File: src/hdl/pbad_pkg.sv
// Shared types and constants for the pulse block average decimator.
`timescale 1ns / 1ps
`default_nettype none

package pbad_pkg;

    localparam int SCREEN_POINTS_DEF = 1000;
    localparam int SPAN_BITS_DEF     = 24;
    localparam int CNT_W             = 15;
    localparam int QUEUE_DEPTH       = 2;

    localparam logic [CNT_W-1:0] GROUP_MAX = 15'h7FFF;

    typedef struct packed {
        logic        [31:0] frequency_in;
        logic        [31:0] delta_toa_in;
        logic        [23:0] width_in;
        logic signed [15:0] amplitude_in;
        logic               final_record;
    } t_in_word;

    typedef struct packed {
        logic        [31:0] frequency_avg;
        logic        [31:0] delta_toa_avg;
        logic        [23:0] width_avg;
        logic signed [15:0] amplitude_avg;
        logic [CNT_W-1:0]   samples_used;
        logic               final_point;
    } t_out_word;

    // One closed group on its way from the front to the back.
    typedef struct packed {
        logic        [46:0] freq_sum;
        logic        [46:0] dtoa_sum;
        logic        [38:0] width_sum;
        logic signed [30:0] amp_sum;
        logic [CNT_W-1:0]   count;
        logic               last;
    } t_group;

    typedef enum logic [1:0] {
        FR_RUN,
        FR_CALC,
        FR_SET
    } t_front_state;

    typedef enum logic [1:0] {
        BK_IDLE,
        BK_DIV,
        BK_DONE
    } t_back_state;

endpackage

`default_nettype wire

File: src/hdl/pulse_block_average_decimator_top.sv
// Top level of the pulse block average decimator.
//
// Input queue side: a record word is taken at a clock edge with push high and
// full low. Result queue side: while empty is low the oldest result word sits on
// o_out_word and leaves at an edge with pop high. The span register is written
// through i_cfg_data at an edge with i_cfg_valid and o_cfg_ready both high.
// A span write drops any partial group and derives the group size by a multiply
// with the reciprocal of SCREEN_POINTS: full stays high through the calc and
// set states, or only the set state when the span is at most SCREEN_POINTS.
// Records are summed in the front end; a closed group goes into a two-entry
// queue. The back end divides all four sums at once, one quotient bit a
// cycle, and a group of two or more records holds the back end until its
// quotients are in the output register. A single-record group skips the
// divider and goes from the queue straight into the output register; the
// back end takes no new group while a result waits to be popped.
// A result holds in the output register until popped; the back end then
// stops, the queue fills and full rises. Reset clears all sums, sets the
// group size to one and leaves both queues empty; the span is not reset.
`timescale 1ns / 1ps
`default_nettype none

module pulse_block_average_decimator_top #(
    parameter int SCREEN_POINTS = pbad_pkg::SCREEN_POINTS_DEF,
    parameter int SPAN_BITS     = pbad_pkg::SPAN_BITS_DEF
) (
    input  wire                    i_clk,
    input  wire                    i_rst_n,
    input  wire                    i_cfg_valid,
    output logic                   o_cfg_ready,
    input  wire  [SPAN_BITS-1:0]   i_cfg_data,
    input  wire                    push,
    output logic                   full,
    input  wire pbad_pkg::t_in_word i_in_word,
    output logic                   empty,
    input  wire                    pop,
    output pbad_pkg::t_out_word    o_out_word
);

    logic              w_q_push;
    logic              w_q_full;
    logic              w_q_pop;
    logic              w_q_empty;
    pbad_pkg::t_group  w_q_in;
    pbad_pkg::t_group  w_q_out;

    pbad_front #(
        .SCREEN_POINTS (SCREEN_POINTS),
        .SPAN_BITS     (SPAN_BITS)
    ) u_front (
        .i_clk       (i_clk),
        .i_rst_n     (i_rst_n),
        .i_cfg_valid (i_cfg_valid),
        .o_cfg_ready (o_cfg_ready),
        .i_cfg_data  (i_cfg_data),
        .i_push      (push),
        .o_full      (full),
        .i_in_word   (i_in_word),
        .o_q_push    (w_q_push),
        .o_q_data    (w_q_in),
        .i_q_full    (w_q_full)
    );

    pbad_queue #(
        .DEPTH (pbad_pkg::QUEUE_DEPTH)
    ) u_queue (
        .i_clk   (i_clk),
        .i_rst_n (i_rst_n),
        .i_push  (w_q_push),
        .i_data  (w_q_in),
        .o_full  (w_q_full),
        .i_pop   (w_q_pop),
        .o_data  (w_q_out),
        .o_empty (w_q_empty)
    );

    pbad_back u_back (
        .i_clk      (i_clk),
        .i_rst_n    (i_rst_n),
        .i_q_data   (w_q_out),
        .i_q_empty  (w_q_empty),
        .o_q_pop    (w_q_pop),
        .o_empty    (empty),
        .i_pop      (pop),
        .o_out_word (o_out_word)
    );

endmodule

`default_nettype wire

File: src/hdl/pbad_front.sv
// Front end: span register, group size calculation and per-field accumulation.
`timescale 1ns / 1ps
`default_nettype none

module pbad_front #(
    parameter int SCREEN_POINTS = pbad_pkg::SCREEN_POINTS_DEF,
    parameter int SPAN_BITS     = pbad_pkg::SPAN_BITS_DEF
) (
    input  wire                    i_clk,
    input  wire                    i_rst_n,
    input  wire                    i_cfg_valid,
    output logic                   o_cfg_ready,
    input  wire  [SPAN_BITS-1:0]   i_cfg_data,
    input  wire                    i_push,
    output logic                   o_full,
    input  wire pbad_pkg::t_in_word i_in_word,
    output logic                   o_q_push,
    output pbad_pkg::t_group       o_q_data,
    input  wire                    i_q_full
);

    localparam int WIDE     = SPAN_BITS + 16;
    localparam logic [WIDE-1:0] SP_WIDE  = WIDE'(SCREEN_POINTS);

    // span / SCREEN_POINTS as (span * RECIP) >> SHIFT, exact for every span
    localparam int SP_LOG   = $clog2(SCREEN_POINTS);
    localparam int SHIFT    = SPAN_BITS + SP_LOG;
    localparam int RECIP_W  = SPAN_BITS + 1;
    localparam int PROD_W   = SPAN_BITS + RECIP_W;
    localparam logic [63:0] RECIP_FULL =
        ((64'd1 << SHIFT) + 64'(SCREEN_POINTS) - 64'd1) / 64'(SCREEN_POINTS);
    localparam logic [RECIP_W-1:0] RECIP = RECIP_FULL[RECIP_W-1:0];

    pbad_pkg::t_front_state r_state, n_state;

    logic                        r_cfg_small;
    logic [SPAN_BITS-1:0]        r_cfg_dvd;
    logic [PROD_W-1:0]           r_prod;
    logic [pbad_pkg::CNT_W-1:0]  r_group_size;
    logic [pbad_pkg::CNT_W-1:0]  r_fill;
    logic [46:0]                 r_freq_sum;
    logic [46:0]                 r_dtoa_sum;
    logic [38:0]                 r_width_sum;
    logic signed [30:0]          r_amp_sum;

    logic                        w_cfg_fire;
    logic                        w_busy;
    logic                        w_accept;
    logic                        w_close;
    logic [PROD_W-1:0]           w_quot;
    logic [pbad_pkg::CNT_W-1:0]  w_size_calc;
    logic [pbad_pkg::CNT_W-1:0]  n_fill;
    logic [46:0]                 n_freq_sum;
    logic [46:0]                 n_dtoa_sum;
    logic [38:0]                 n_width_sum;
    logic signed [30:0]          n_amp_sum;

    // next state
    always_comb begin
        n_state = r_state;
        unique case (r_state)
            pbad_pkg::FR_RUN: begin
                if (w_cfg_fire) begin
                    n_state = (WIDE'(i_cfg_data) <= SP_WIDE) ? pbad_pkg::FR_SET
                                                             : pbad_pkg::FR_CALC;
                end
            end
            pbad_pkg::FR_CALC: begin
                n_state = pbad_pkg::FR_SET;
            end
            pbad_pkg::FR_SET: begin
                n_state = pbad_pkg::FR_RUN;
            end
            default: begin
                n_state = pbad_pkg::FR_RUN;
            end
        endcase
    end

    // state outputs
    always_comb begin
        unique case (r_state)
            pbad_pkg::FR_RUN: begin
                o_cfg_ready = 1'b1;
                w_busy      = 1'b0;
            end
            default: begin
                o_cfg_ready = 1'b0;
                w_busy      = 1'b1;
            end
        endcase
    end

    assign w_cfg_fire = i_cfg_valid && o_cfg_ready;
    assign o_full     = w_busy || i_q_full;
    assign w_accept   = i_push && !o_full;

    assign w_quot      = r_prod >> SHIFT;
    assign w_size_calc = (w_quot >= PROD_W'(pbad_pkg::GROUP_MAX)) ? pbad_pkg::GROUP_MAX
                                                : (w_quot[pbad_pkg::CNT_W-1:0] + 15'd1);

    assign n_fill      = r_fill + 15'd1;
    assign n_freq_sum  = r_freq_sum + 47'(i_in_word.frequency_in);
    assign n_dtoa_sum  = r_dtoa_sum + 47'(i_in_word.delta_toa_in);
    assign n_width_sum = r_width_sum + 39'(i_in_word.width_in);
    assign n_amp_sum   = r_amp_sum + {{15{i_in_word.amplitude_in[15]}}, i_in_word.amplitude_in};
    assign w_close     = (n_fill >= r_group_size) || i_in_word.final_record;

    assign o_q_push           = w_accept && w_close;
    assign o_q_data.freq_sum  = n_freq_sum;
    assign o_q_data.dtoa_sum  = n_dtoa_sum;
    assign o_q_data.width_sum = n_width_sum;
    assign o_q_data.amp_sum   = n_amp_sum;
    assign o_q_data.count     = n_fill;
    assign o_q_data.last      = i_in_word.final_record;

    always_ff @(posedge i_clk) begin
        if (!i_rst_n) begin
            r_state      <= pbad_pkg::FR_RUN;
            r_cfg_small  <= 1'b1;
            r_group_size <= 15'd1;
            r_fill       <= '0;
            r_freq_sum   <= '0;
            r_dtoa_sum   <= '0;
            r_width_sum  <= '0;
            r_amp_sum    <= '0;
        end else begin
            r_state <= n_state;
            if (w_cfg_fire) begin
                // new range: drop any partial group
                r_cfg_small <= (WIDE'(i_cfg_data) <= SP_WIDE);
                r_fill      <= '0;
                r_freq_sum  <= '0;
                r_dtoa_sum  <= '0;
                r_width_sum <= '0;
                r_amp_sum   <= '0;
            end else if (w_accept) begin
                if (w_close) begin
                    r_fill      <= '0;
                    r_freq_sum  <= '0;
                    r_dtoa_sum  <= '0;
                    r_width_sum <= '0;
                    r_amp_sum   <= '0;
                end else begin
                    r_fill      <= n_fill;
                    r_freq_sum  <= n_freq_sum;
                    r_dtoa_sum  <= n_dtoa_sum;
                    r_width_sum <= n_width_sum;
                    r_amp_sum   <= n_amp_sum;
                end
            end
            if (r_state == pbad_pkg::FR_SET) begin
                r_group_size <= r_cfg_small ? 15'd1 : w_size_calc;
            end
        end
    end

    // span capture and reciprocal product
    always_ff @(posedge i_clk) begin
        if (w_cfg_fire) begin
            r_cfg_dvd <= i_cfg_data;
        end
        if (r_state == pbad_pkg::FR_CALC) begin
            r_prod <= PROD_W'(r_cfg_dvd) * PROD_W'(RECIP);
        end
    end

endmodule

`default_nettype wire

File: src/hdl/pbad_queue.sv
// Short queue of closed groups between the front and the back.
`timescale 1ns / 1ps
`default_nettype none

module pbad_queue #(
    parameter int DEPTH = pbad_pkg::QUEUE_DEPTH
) (
    input  wire               i_clk,
    input  wire               i_rst_n,
    input  wire               i_push,
    input  wire pbad_pkg::t_group i_data,
    output logic              o_full,
    input  wire               i_pop,
    output pbad_pkg::t_group  o_data,
    output logic              o_empty
);

    localparam int PTR_W = (DEPTH > 1) ? $clog2(DEPTH) : 1;
    localparam int CNT_B = $clog2(DEPTH + 1);

    pbad_pkg::t_group   r_mem [DEPTH];
    logic [PTR_W-1:0]   r_wr;
    logic [PTR_W-1:0]   r_rd;
    logic [CNT_B-1:0]   r_cnt;
    logic               w_push;
    logic               w_pop;

    assign o_full  = (r_cnt == CNT_B'(DEPTH));
    assign o_empty = (r_cnt == '0);
    assign o_data  = r_mem[r_rd];
    assign w_push  = i_push && !o_full;
    assign w_pop   = i_pop && !o_empty;

    always_ff @(posedge i_clk) begin
        if (!i_rst_n) begin
            r_wr  <= '0;
            r_rd  <= '0;
            r_cnt <= '0;
        end else begin
            if (w_push) begin
                r_wr <= (r_wr == PTR_W'(DEPTH - 1)) ? '0 : (r_wr + PTR_W'(1));
            end
            if (w_pop) begin
                r_rd <= (r_rd == PTR_W'(DEPTH - 1)) ? '0 : (r_rd + PTR_W'(1));
            end
            if (w_push && !w_pop) begin
                r_cnt <= r_cnt + CNT_B'(1);
            end else if (w_pop && !w_push) begin
                r_cnt <= r_cnt - CNT_B'(1);
            end
        end
    end

    always_ff @(posedge i_clk) begin
        if (w_push) begin
            r_mem[r_wr] <= i_data;
        end
    end

endmodule

`default_nettype wire

File: src/hdl/pbad_back.sv
// Back end: divides group sums by the sample count and holds the result word.
`timescale 1ns / 1ps
`default_nettype none

module pbad_back (
    input  wire                 i_clk,
    input  wire                 i_rst_n,
    input  wire pbad_pkg::t_group i_q_data,
    input  wire                 i_q_empty,
    output logic                o_q_pop,
    output logic                o_empty,
    input  wire                 i_pop,
    output pbad_pkg::t_out_word o_out_word
);

    localparam int LANES = 4;
    localparam int QUO_W = 32;
    localparam int REM_W = 16;
    localparam int DVD_W = 47;
    localparam int STEP_W = $clog2(QUO_W);

    pbad_pkg::t_back_state r_state, n_state;

    logic [REM_W-1:0]            r_rem [LANES];
    logic [QUO_W-1:0]            r_quo [LANES];
    logic [pbad_pkg::CNT_W-1:0]  r_div_n;
    logic                        r_amp_neg;
    logic                        r_last;
    logic [STEP_W-1:0]           r_step;
    logic                        r_out_valid;
    pbad_pkg::t_out_word         r_out;

    logic                        w_single;
    logic                        w_load_div;
    logic                        w_pass;
    logic                        w_finish;
    logic [30:0]                 w_amp_mag;
    logic [DVD_W-1:0]            w_dvd   [LANES];
    logic [REM_W:0]              w_trial [LANES];
    logic                        w_ge    [LANES];
    logic [REM_W:0]              w_rem_n [LANES];
    logic [15:0]                 w_amp_q;

    assign w_single = (i_q_data.count == 15'd1);

    // next state
    always_comb begin
        n_state = r_state;
        unique case (r_state)
            pbad_pkg::BK_IDLE: begin
                if (!i_q_empty && !r_out_valid && !w_single) begin
                    n_state = pbad_pkg::BK_DIV;
                end
            end
            pbad_pkg::BK_DIV: begin
                if (r_step == STEP_W'(QUO_W - 1)) begin
                    n_state = pbad_pkg::BK_DONE;
                end
            end
            pbad_pkg::BK_DONE: begin
                n_state = pbad_pkg::BK_IDLE;
            end
            default: begin
                n_state = pbad_pkg::BK_IDLE;
            end
        endcase
    end

    // state outputs
    always_comb begin
        o_q_pop    = 1'b0;
        w_load_div = 1'b0;
        w_pass     = 1'b0;
        w_finish   = 1'b0;
        unique case (r_state)
            pbad_pkg::BK_IDLE: begin
                o_q_pop    = !i_q_empty && !r_out_valid;
                w_load_div = o_q_pop && !w_single;
                w_pass     = o_q_pop && w_single;
            end
            pbad_pkg::BK_DIV: begin
            end
            pbad_pkg::BK_DONE: begin
                w_finish = 1'b1;
            end
            default: begin
            end
        endcase
    end

    assign w_amp_mag = i_q_data.amp_sum[30] ? 31'(-i_q_data.amp_sum)
                                            : 31'(i_q_data.amp_sum);
    assign w_dvd[0] = i_q_data.freq_sum;
    assign w_dvd[1] = i_q_data.dtoa_sum;
    assign w_dvd[2] = DVD_W'(i_q_data.width_sum);
    assign w_dvd[3] = DVD_W'(w_amp_mag);

    // every quotient fits 32 bits, so the upper sum bits are already below n
    always_comb begin
        for (int k = 0; k < LANES; k++) begin
            w_trial[k] = {r_rem[k], r_quo[k][QUO_W-1]};
            w_ge[k]    = (w_trial[k] >= (REM_W + 1)'(r_div_n));
            w_rem_n[k] = w_ge[k] ? (w_trial[k] - (REM_W + 1)'(r_div_n)) : w_trial[k];
        end
    end

    assign w_amp_q = r_amp_neg ? (16'd0 - r_quo[3][15:0]) : r_quo[3][15:0];

    always_ff @(posedge i_clk) begin
        if (!i_rst_n) begin
            r_state     <= pbad_pkg::BK_IDLE;
            r_step      <= '0;
            r_out_valid <= 1'b0;
        end else begin
            r_state <= n_state;
            if (w_load_div) begin
                r_step <= '0;
            end else if (r_state == pbad_pkg::BK_DIV) begin
                r_step <= r_step + STEP_W'(1);
            end
            if (w_pass || w_finish) begin
                r_out_valid <= 1'b1;
            end else if (i_pop && r_out_valid) begin
                r_out_valid <= 1'b0;
            end
        end
    end

    always_ff @(posedge i_clk) begin
        if (w_load_div) begin
            for (int k = 0; k < LANES; k++) begin
                r_rem[k] <= REM_W'(w_dvd[k][DVD_W-1:QUO_W]);
                r_quo[k] <= w_dvd[k][QUO_W-1:0];
            end
            r_div_n   <= i_q_data.count;
            r_amp_neg <= i_q_data.amp_sum[30];
            r_last    <= i_q_data.last;
        end else if (r_state == pbad_pkg::BK_DIV) begin
            for (int k = 0; k < LANES; k++) begin
                r_rem[k] <= w_rem_n[k][REM_W-1:0];
                r_quo[k] <= {r_quo[k][QUO_W-2:0], w_ge[k]};
            end
        end
    end

    always_ff @(posedge i_clk) begin
        if (w_pass) begin
            r_out.frequency_avg <= i_q_data.freq_sum[31:0];
            r_out.delta_toa_avg <= i_q_data.dtoa_sum[31:0];
            r_out.width_avg     <= i_q_data.width_sum[23:0];
            r_out.amplitude_avg <= i_q_data.amp_sum[15:0];
            r_out.samples_used  <= i_q_data.count;
            r_out.final_point   <= i_q_data.last;
        end else if (w_finish) begin
            r_out.frequency_avg <= r_quo[0];
            r_out.delta_toa_avg <= r_quo[1];
            r_out.width_avg     <= r_quo[2][23:0];
            r_out.amplitude_avg <= w_amp_q;
            r_out.samples_used  <= r_div_n;
            r_out.final_point   <= r_last;
        end
    end

    assign o_empty    = !r_out_valid;
    assign o_out_word = r_out;

endmodule

`default_nettype wire

File: config.mk
export PLATFORM = sky130hd
export DESIGN_NAME = pulse_block_average_decimator_top
export DESIGN_NICKNAME = d
export VERILOG_FILES = /design/src/hdl/pbad_pkg.sv /design/src/hdl/pulse_block_average_decimator_top.sv /design/src/hdl/pbad_front.sv /design/src/hdl/pbad_queue.sv /design/src/hdl/pbad_back.sv
export SDC_FILE = /design/constraint.sdc
export NUM_CORES = 2
export LEC_CHECK = 0
export ABC_CLOCK_PERIOD_IN_PS = 15500
export BUFFER_PORTS_ARGS = -buffer_cell sky130_fd_sc_hd__clkbuf_2
export CAP_MARGIN = 5
export CORE_ASPECT_RATIO = 1.2
export CORE_UTILIZATION = 57
export CTS_CLUSTER_DIAMETER = 50
export DETAILED_ROUTE_END_ITERATION = 10
export GPL_ROUTABILITY_DRIVEN = 1
export PLACE_DENSITY = 0.84
export SKIP_CTS_REPAIR_TIMING = 1
export SYNTH_ARGS = -nofsm -noshare
export SYNTH_HDL_FRONTEND = slang
export SYNTH_SLANG_ARGS = --single-unit
File: constraint.sdc
create_clock -name i_clk -period 15.5 [get_ports i_clk]
set_input_delay 2.325 -clock i_clk [delete_from_list [all_inputs] [get_ports i_clk]]
set_output_delay 2.325 -clock i_clk [all_outputs]
set_load 0.005 [all_outputs]
### Word-level counts from Yosys, hierarchy flattened

Memories as Yosys holds them, arrays and structs flattened. A register that Yosys moved wholly into a read port is not among the register bits.
Cells that the tools add are included.

| storage, ports and cells | value |
|---|---|
| word-level logic and storage cells | 152 |
| flip-flop bits (word level) | 418 |
| memory bits (writable) | 552 |
| memories | 3 |
| input port bits | 134 |

| operators by class | value |
|---|---|
| multiply operators | 1 |
| multiplexer cells | 50 |
| $add $sub $neg | 17 |
| reductions and logical operators | 30 |
| equal/unequal tests | 10 |
| bitwise gates (word level) | 9 |
| order comparisons | 7 |

Memory list:

| name | depth | width | rd ports | clocked after memory_dff | wr ports | RTL line | RTL |
|---|---|---|---|---|---|---|---|
| u_queue.r_mem | 2 | 180 | 1 | 1 | 1 | pbad_queue.sv:21 | `pbad_pkg::t_group r_mem [DEPTH];` |
| u_back.r_quo | 4 | 32 | 4 | 0 | 4 | pbad_back.sv:25 | `logic [QUO_W-1:0] r_quo [LANES];` |
| u_back.r_rem | 4 | 16 | 4 | 0 | 4 | pbad_back.sv:24 | `logic [REM_W-1:0] r_rem [LANES];` |

Operators with widths:

| cell | count |
|---|---|
| 2-to-1 mux 120 bit | 2 |
| 2-to-1 mux 16 bit | 9 |
| 2-to-1 mux 32 bit | 4 |
| adder 47 x 32 -> 47 bit | 2 |
| 2-to-1 mux 47 bit | 2 |
| >= comparator 17 x 15 -> 1 bit | 4 |
| subtractor 16 x 15 -> 16 bit | 4 |
| 2-to-1 mux 31 bit | 2 |
| multiplier 24 x 24 -> 48 bit (second input constant) | 1 |
| 2-to-1 mux 15 bit | 3 |
| adder 39 x 24 -> 39 bit | 1 |
| 2-to-1 mux 39 bit | 1 |
| adder 31 bit | 1 |
| negator 31 bit | 1 |
| adder 15 x 1 -> 15 bit (second input constant) | 2 |
| <= comparator 24 x 10 -> 1 bit (second input constant) | 1 |
| 2-to-1 mux 1 bit | 19 |
| subtractor 1 x 16 -> 16 bit (first input constant) | 1 |
| == test 15 x 1 -> 1 bit (second input constant) | 1 |
| >= comparator 15 bit | 1 |
| >= comparator 15 bit (second input constant) | 1 |
| 2-to-1 mux 2 bit | 6 |
| logical AND 1 bit | 11 |
| bitwise OR 1 bit | 8 |
| other kinds (16) | 36 |

### Logic depth before layout (Yosys ltp)

| logic depth | value |
|---|---|
| depth in word-level cells | 11 |
| mapped depth | 23 |

### By module

Synthesis repeated with hierarchy kept, for this count alone.

| second synthesis, totals | value |
|---|---|
| cells, all modules | 5,318 |
| area total of the unflattened synthesis | 56,870.8 um2 |

Modules (own cells, without submodules):

| module | cells an instance | area each (um2) | sequential area each (um2) | times used |
|---|---|---|---|---|
| pbad_front | 2,844 | 24,925.2 | 5,114.9 | 1 |
| pbad_back | 1,889 | 18,323.8 | 10,039.6 | 1 |
| pbad_queue | 585 | 13,621.8 | 10,910.5 | 1 |

### Worst setup path before layout

No wires, ideal clock.

| timing path | value |
|---|---|
| kind | input-to-reg |
| start | in i_in_word[0] (netlist name) |
| end | reg u_queue.r_wr |
| setup slack | -798 ps |
| required time | 15,386 ps |
| arrival time | 16,184 ps |
| stages on the path | 8 |
| library setup time | 114 ps |
| cells stage by stage | nor2_1 -> nand2_1 -> a211oi_1 -> o21ai_0 -> o221ai_1 -> clkbuf_1 -> nor3_1 -> o21a_1 |

| on the way | value |
|---|---|
| cells in the longest elaborated chain, start to end | 3 |

Ends and longest elaborated chain:

| item | RTL line | RTL |
|---|---|---|
| from (decl) | pulse_block_average_decimator_top.sv:33 | `input wire pbad_pkg::t_in_word i_in_word,` |
| logical OR 1 bit | pbad_front.sv:107 | `assign w_close = (n_fill >= r_group_size) \|\| i_in_word.final_record;` |
| logical AND 1 bit | pbad_front.sv:109 | `assign o_q_push = w_accept && w_close;` |
| logical AND 1 bit | pbad_queue.sv:31 | `assign w_push = i_push && !o_full;` |
| to (signal assigned) | pbad_queue.sv:41 | `r_wr <= (r_wr == PTR_W'(DEPTH - 1)) ? '0 : (r_wr + PTR_W'(1));` |
| to (decl) | pbad_queue.sv:22 | `logic [PTR_W-1:0] r_wr;` |

Every way passes these cells.
A chain may end at the register's enable or synchronous reset.

### Final worst setup path

| timing path | value |
|---|---|
| start | reg u_front.r_cfg_dvd[20] |
| end | reg u_front.r_prod[46] (data pin) |

| on the way | value |
|---|---|
| cells in the longest elaborated chain, start to end | 1 |

Ends and longest elaborated chain:

| item | RTL line | RTL |
|---|---|---|
| from (decl) | pbad_front.sv:37 | `logic [SPAN_BITS-1:0] r_cfg_dvd;` |
| from (signal assigned) | pbad_front.sv:161 | `r_cfg_dvd <= i_cfg_data;` |
| multiplier 24 x 24 -> 48 bit | pbad_front.sv:164 | `r_prod <= PROD_W'(r_cfg_dvd) * PROD_W'(RECIP);` |
| to (signal assigned) | pbad_front.sv:164 |  |
| to (decl) | pbad_front.sv:38 | `logic [PROD_W-1:0] r_prod;` |

Every way passes these cells.

==> out/metrics.cfg <==
[run_status]
outcome = complete, but fails checks
violations = design-rule violations

[clock_tree]
clockBufferDepth = 3
cts.sinks = 938
numCtsBuffers = 101
cts_tree = done
cts.reportedPaths.clkPinSlew_ns = 0.06
clockRootBuffer = clkbuf_16
clk_latency_ns = 0.69
htreeDepth = 3

[layout]
final_cell_mix = 728 x edfxtp_1, 455 x ha_1, 443 x inv_1
nets = 6090
syn2layout_area_growth_pct = 10.5
final_layout_size_suffix_gt1_share_pct = 9.99
post-route-util_pct = 63.6
final_cells = 6677
final_common_cell = edfxtp_1
nFillCells = 7420

[worst_setup_path]
critPathKind = flip-flop to flip-flop
critPathLaunchType = flip-flop
critPathSlowestCell = edfxtp_1
r2r-start = u_front.r_cfg_dvd[20]
slowest_delay_ns = 0.62
path_cells = fa_1 -> inv_1 -> fa_1 -> inv_1 -> ha_1 -> fa_1 -> fa_1 -> fa_1 -> inv_1 -> fa_1 -> inv_1 -> ha_1 -> nand4_1 -> nor4_1 -> o211ai_1 -> nand4b_1 -> o21ai_0 -> a21boi_0 -> o2111ai_1 -> a221oi_1 -> xor2_1
reg2reg_slack_ns = 8.45
crit_path_frequent_cell = fa_1
r2r-end = u_front.r_prod[46]
crit_required_ns = 15.90
critPathCaptureType = flip-flop
crit_fanout = 11
setup.worst_path.end = u_front.r_prod[46]
crit_path_start = u_front.r_cfg_dvd[20]
worstPathArrival_ns = 7.44
rr_worst_depth = 21

[sta]
tns_ns = 0
slew_headroom_pct = 20.5
max_freq_ghz = 0.142
setup_viol = 0
timing.final.crit_share_pct = 45.5
grt_setup_unrepaired = no
slew_violations = 0
clock_skew_ns = 0.0370
hold_slack_ns = 0.457
hold_viol = 0
tightest_slew_ns = 1.19
period_minus_slack_ns = 7.05

[logic_synthesis]
synthFlopType = edfxtp_1
syn_nets = 5905
ys_seq_elements = 938
synth_cell_types = 96
netlist_area_um2 = 55800
ys_warn_count = 0
syn_inst = 5133
synth_edf_count = 728
async_flop_share_pct = 0
postSynthAreaPerCell_um2 = 10.9
ys_seq_area_share_pct = 46.7

[power]
internal-power_mw = 6.82
sw_frac_of_total_pct = 38.9
power_mw = 11.2
clock_power_share_pct = 22.3
p_sw_mw = 4.34
seqPwrFrac_pct = 33.5
combPwrFrac_pct = 44.2
powerDensity_nw_per_um2 = 181
irDropWorstVdd_v = 0.000179
p_leak_nw = 25.6

[detailed_routing]
drt-wirelength-per-cell_um = 20.5
drt-initial-drc-count = 3393
drtAntennaViolNets = 0
vias_per_cell = 5.99
vias = 40000
drt_wl_total_mm = 137
drc = 48
drtPass1Iterations = 9

[die]
die_y_um = 345
rows = 125
initial_utilization_pct = 57.6
die_area_um2 = 99200
die_w_um = 288
boundaryPins = 257
core_um2 = 97000

[global_routing]
grt_pass1_wl_mm = 214
grt_start_max_net_pins = 159
overflow = 0
grt_pass1_vias = 39800
antenna_found_initial = 5
grt_use_total_pct = 27.5

[placed_design]
gp_congestion = 0.916
portBuffers = 256
dpl.hpwl_mm = 96.6
place_inst = 6485

[min_path]
hold_class = flip-flop to flip-flop

[flow_run]
maxCapViolCount = 0

flip-flops by register name, indices dropped and copies added, names as in the netlist, 31 cells and up, named ones only:
name                 count
u_queue.r_mem          360
u_back.r_quo           128
u_front.r_width_sum     39
u_front.r_dtoa_sum      47
u_back.o_out_word      120
u_front.r_freq_sum      47
u_back.r_rem            64
u_front.r_amp_sum       31
worst min-delay path by stage:
stage,from,endpoint,depth (start not counted)
6_report,u_front.r_width_sum[13],u_front.r_width_sum[13],2
5_1_grt,u_front.r_dtoa_sum[11],u_front.r_dtoa_sum[11],2
4_1_cts,u_front.r_width_sum[13],u_front.r_width_sum[13],2
3_5_place_dp,u_front.r_width_sum[13],u_front.r_width_sum[13],2
3_3_place_gp,u_front.r_width_sum[13],u_front.r_width_sum[13],2
2_1_floorplan,u_front.r_freq_sum[28],u_front.r_freq_sum[28],2
routing by layer:
| layer | vias to the layer above | part of all wire, % | global-route usage [%] |
|---|---|---|---|
| met1 | 19400 | 40 | 34.8 |
| met5 | - | 0.020 | 0 |
| met3 | 318 | 7.0 | 4.08 |
| met2 | 1511 | 49 | 47.1 |
| li1 | 18800 | - | - |
| met4 | 4 | 3.9 | 11.5 |
worst max-delay path, delay by kind of cell, from the launching register on:
| kind | cells | cell delay [ns] |
|---|---|---|
| AO/OA/AOI/OAI | 5 | 1.31 |
| XOR/XNOR | 1 | 0.11 |
| adder cells (fa/ha/maj) | 8 | 3.78 |
| buffers and inverters | 4 | 0.20 |
| flip-flops | 1 | 0.62 |
| AND/OR/NAND/NOR | 3 | 0.76 |
synthesized netlist by cell type, types with 11 or more instances:
library cell	number	area share (%)
or4_1	15	0.20
mux2i_1	175	3.1
o21bai_1	23	0.31
or3_1	21	0.24
and3_1	72	0.81
a22o_1	44	0.69
nand3b_1	12	0.16
nor3_1	58	0.52
nor2_1	333	2.2
xor2_1	104	1.6
o21ai_1	13	0.12
o31ai_1	21	0.28
nand4_1	35	0.39
a22oi_1	27	0.36
ha_1	455	10
nor2b_1	79	0.89
clkbuf_1	158	1.1
a21o_1	95	1.3
a31oi_1	53	0.59
o21a_1	46	0.62
nand2_1	369	2.5
edfxtp_1	728	39
and2_1	53	0.59
a21boi_0	11	0.15
a211oi_1	57	0.77
a21oi_1	384	3.4
o211ai_1	33	0.44
buf_2	31	0.28
dfxtp_1	210	7.5
nor4_1	12	0.13
o41ai_1	12	0.19
xnor2_1	168	2.6
inv_1	443	3.0
mux2_2	24	0.48
fa_1	183	6.6
nand2b_1	32	0.36
nand3_1	114	1.0
o21ai_0	271	2.4
cell type report:
cell class / instances / area, um2 / area share, %
timing repair buffer: 287 / 1540 / 2.50
sequential: 938 / 26100 / 42.3
clock inverter: 61 / 692 / 1.12
inverter: 443 / 1660 / 2.70
antenna: 3 / 7.51 / 0.0122
tap: 1270 / 1590 / 2.58
clock buffer: 128 / 2750 / 4.46
multi-input combinational: 3547 / 27300 / 44.4
power groups by stage:
stage,clock [mW],sequential (mW),combinational (mW)
finish,2.49,3.74,4.93
global route,2.61,3.78,5.57
CTS,2.52,3.73,4.94
detailed placement,0,3.78,4.88
global placement,0,3.76,4.75
floorplan,0,3.75,3.71
metrics by stage:
step	worst slack, ns	area [um2]
after floorplan	4.96	55800
after global placement	8.53	58200
after detailed placement	8.47	58200
after CTS	8.45	61700
after global routing	7.98	61700
final	8.45	61700
kinds of logic after synthesis:
family,after synthesis,share of synthesized area (%)
xor gates and xnor gates,272,4.27
and+or+nand+nor,1252,10.8
muxes,201,3.67
AOI/OAI and AO/OA,1184,13.3
buffers and inverters,648,4.52
DFF,938,46.7
adders and majority gates,638,16.8
(Power assumes the default switching activity.)
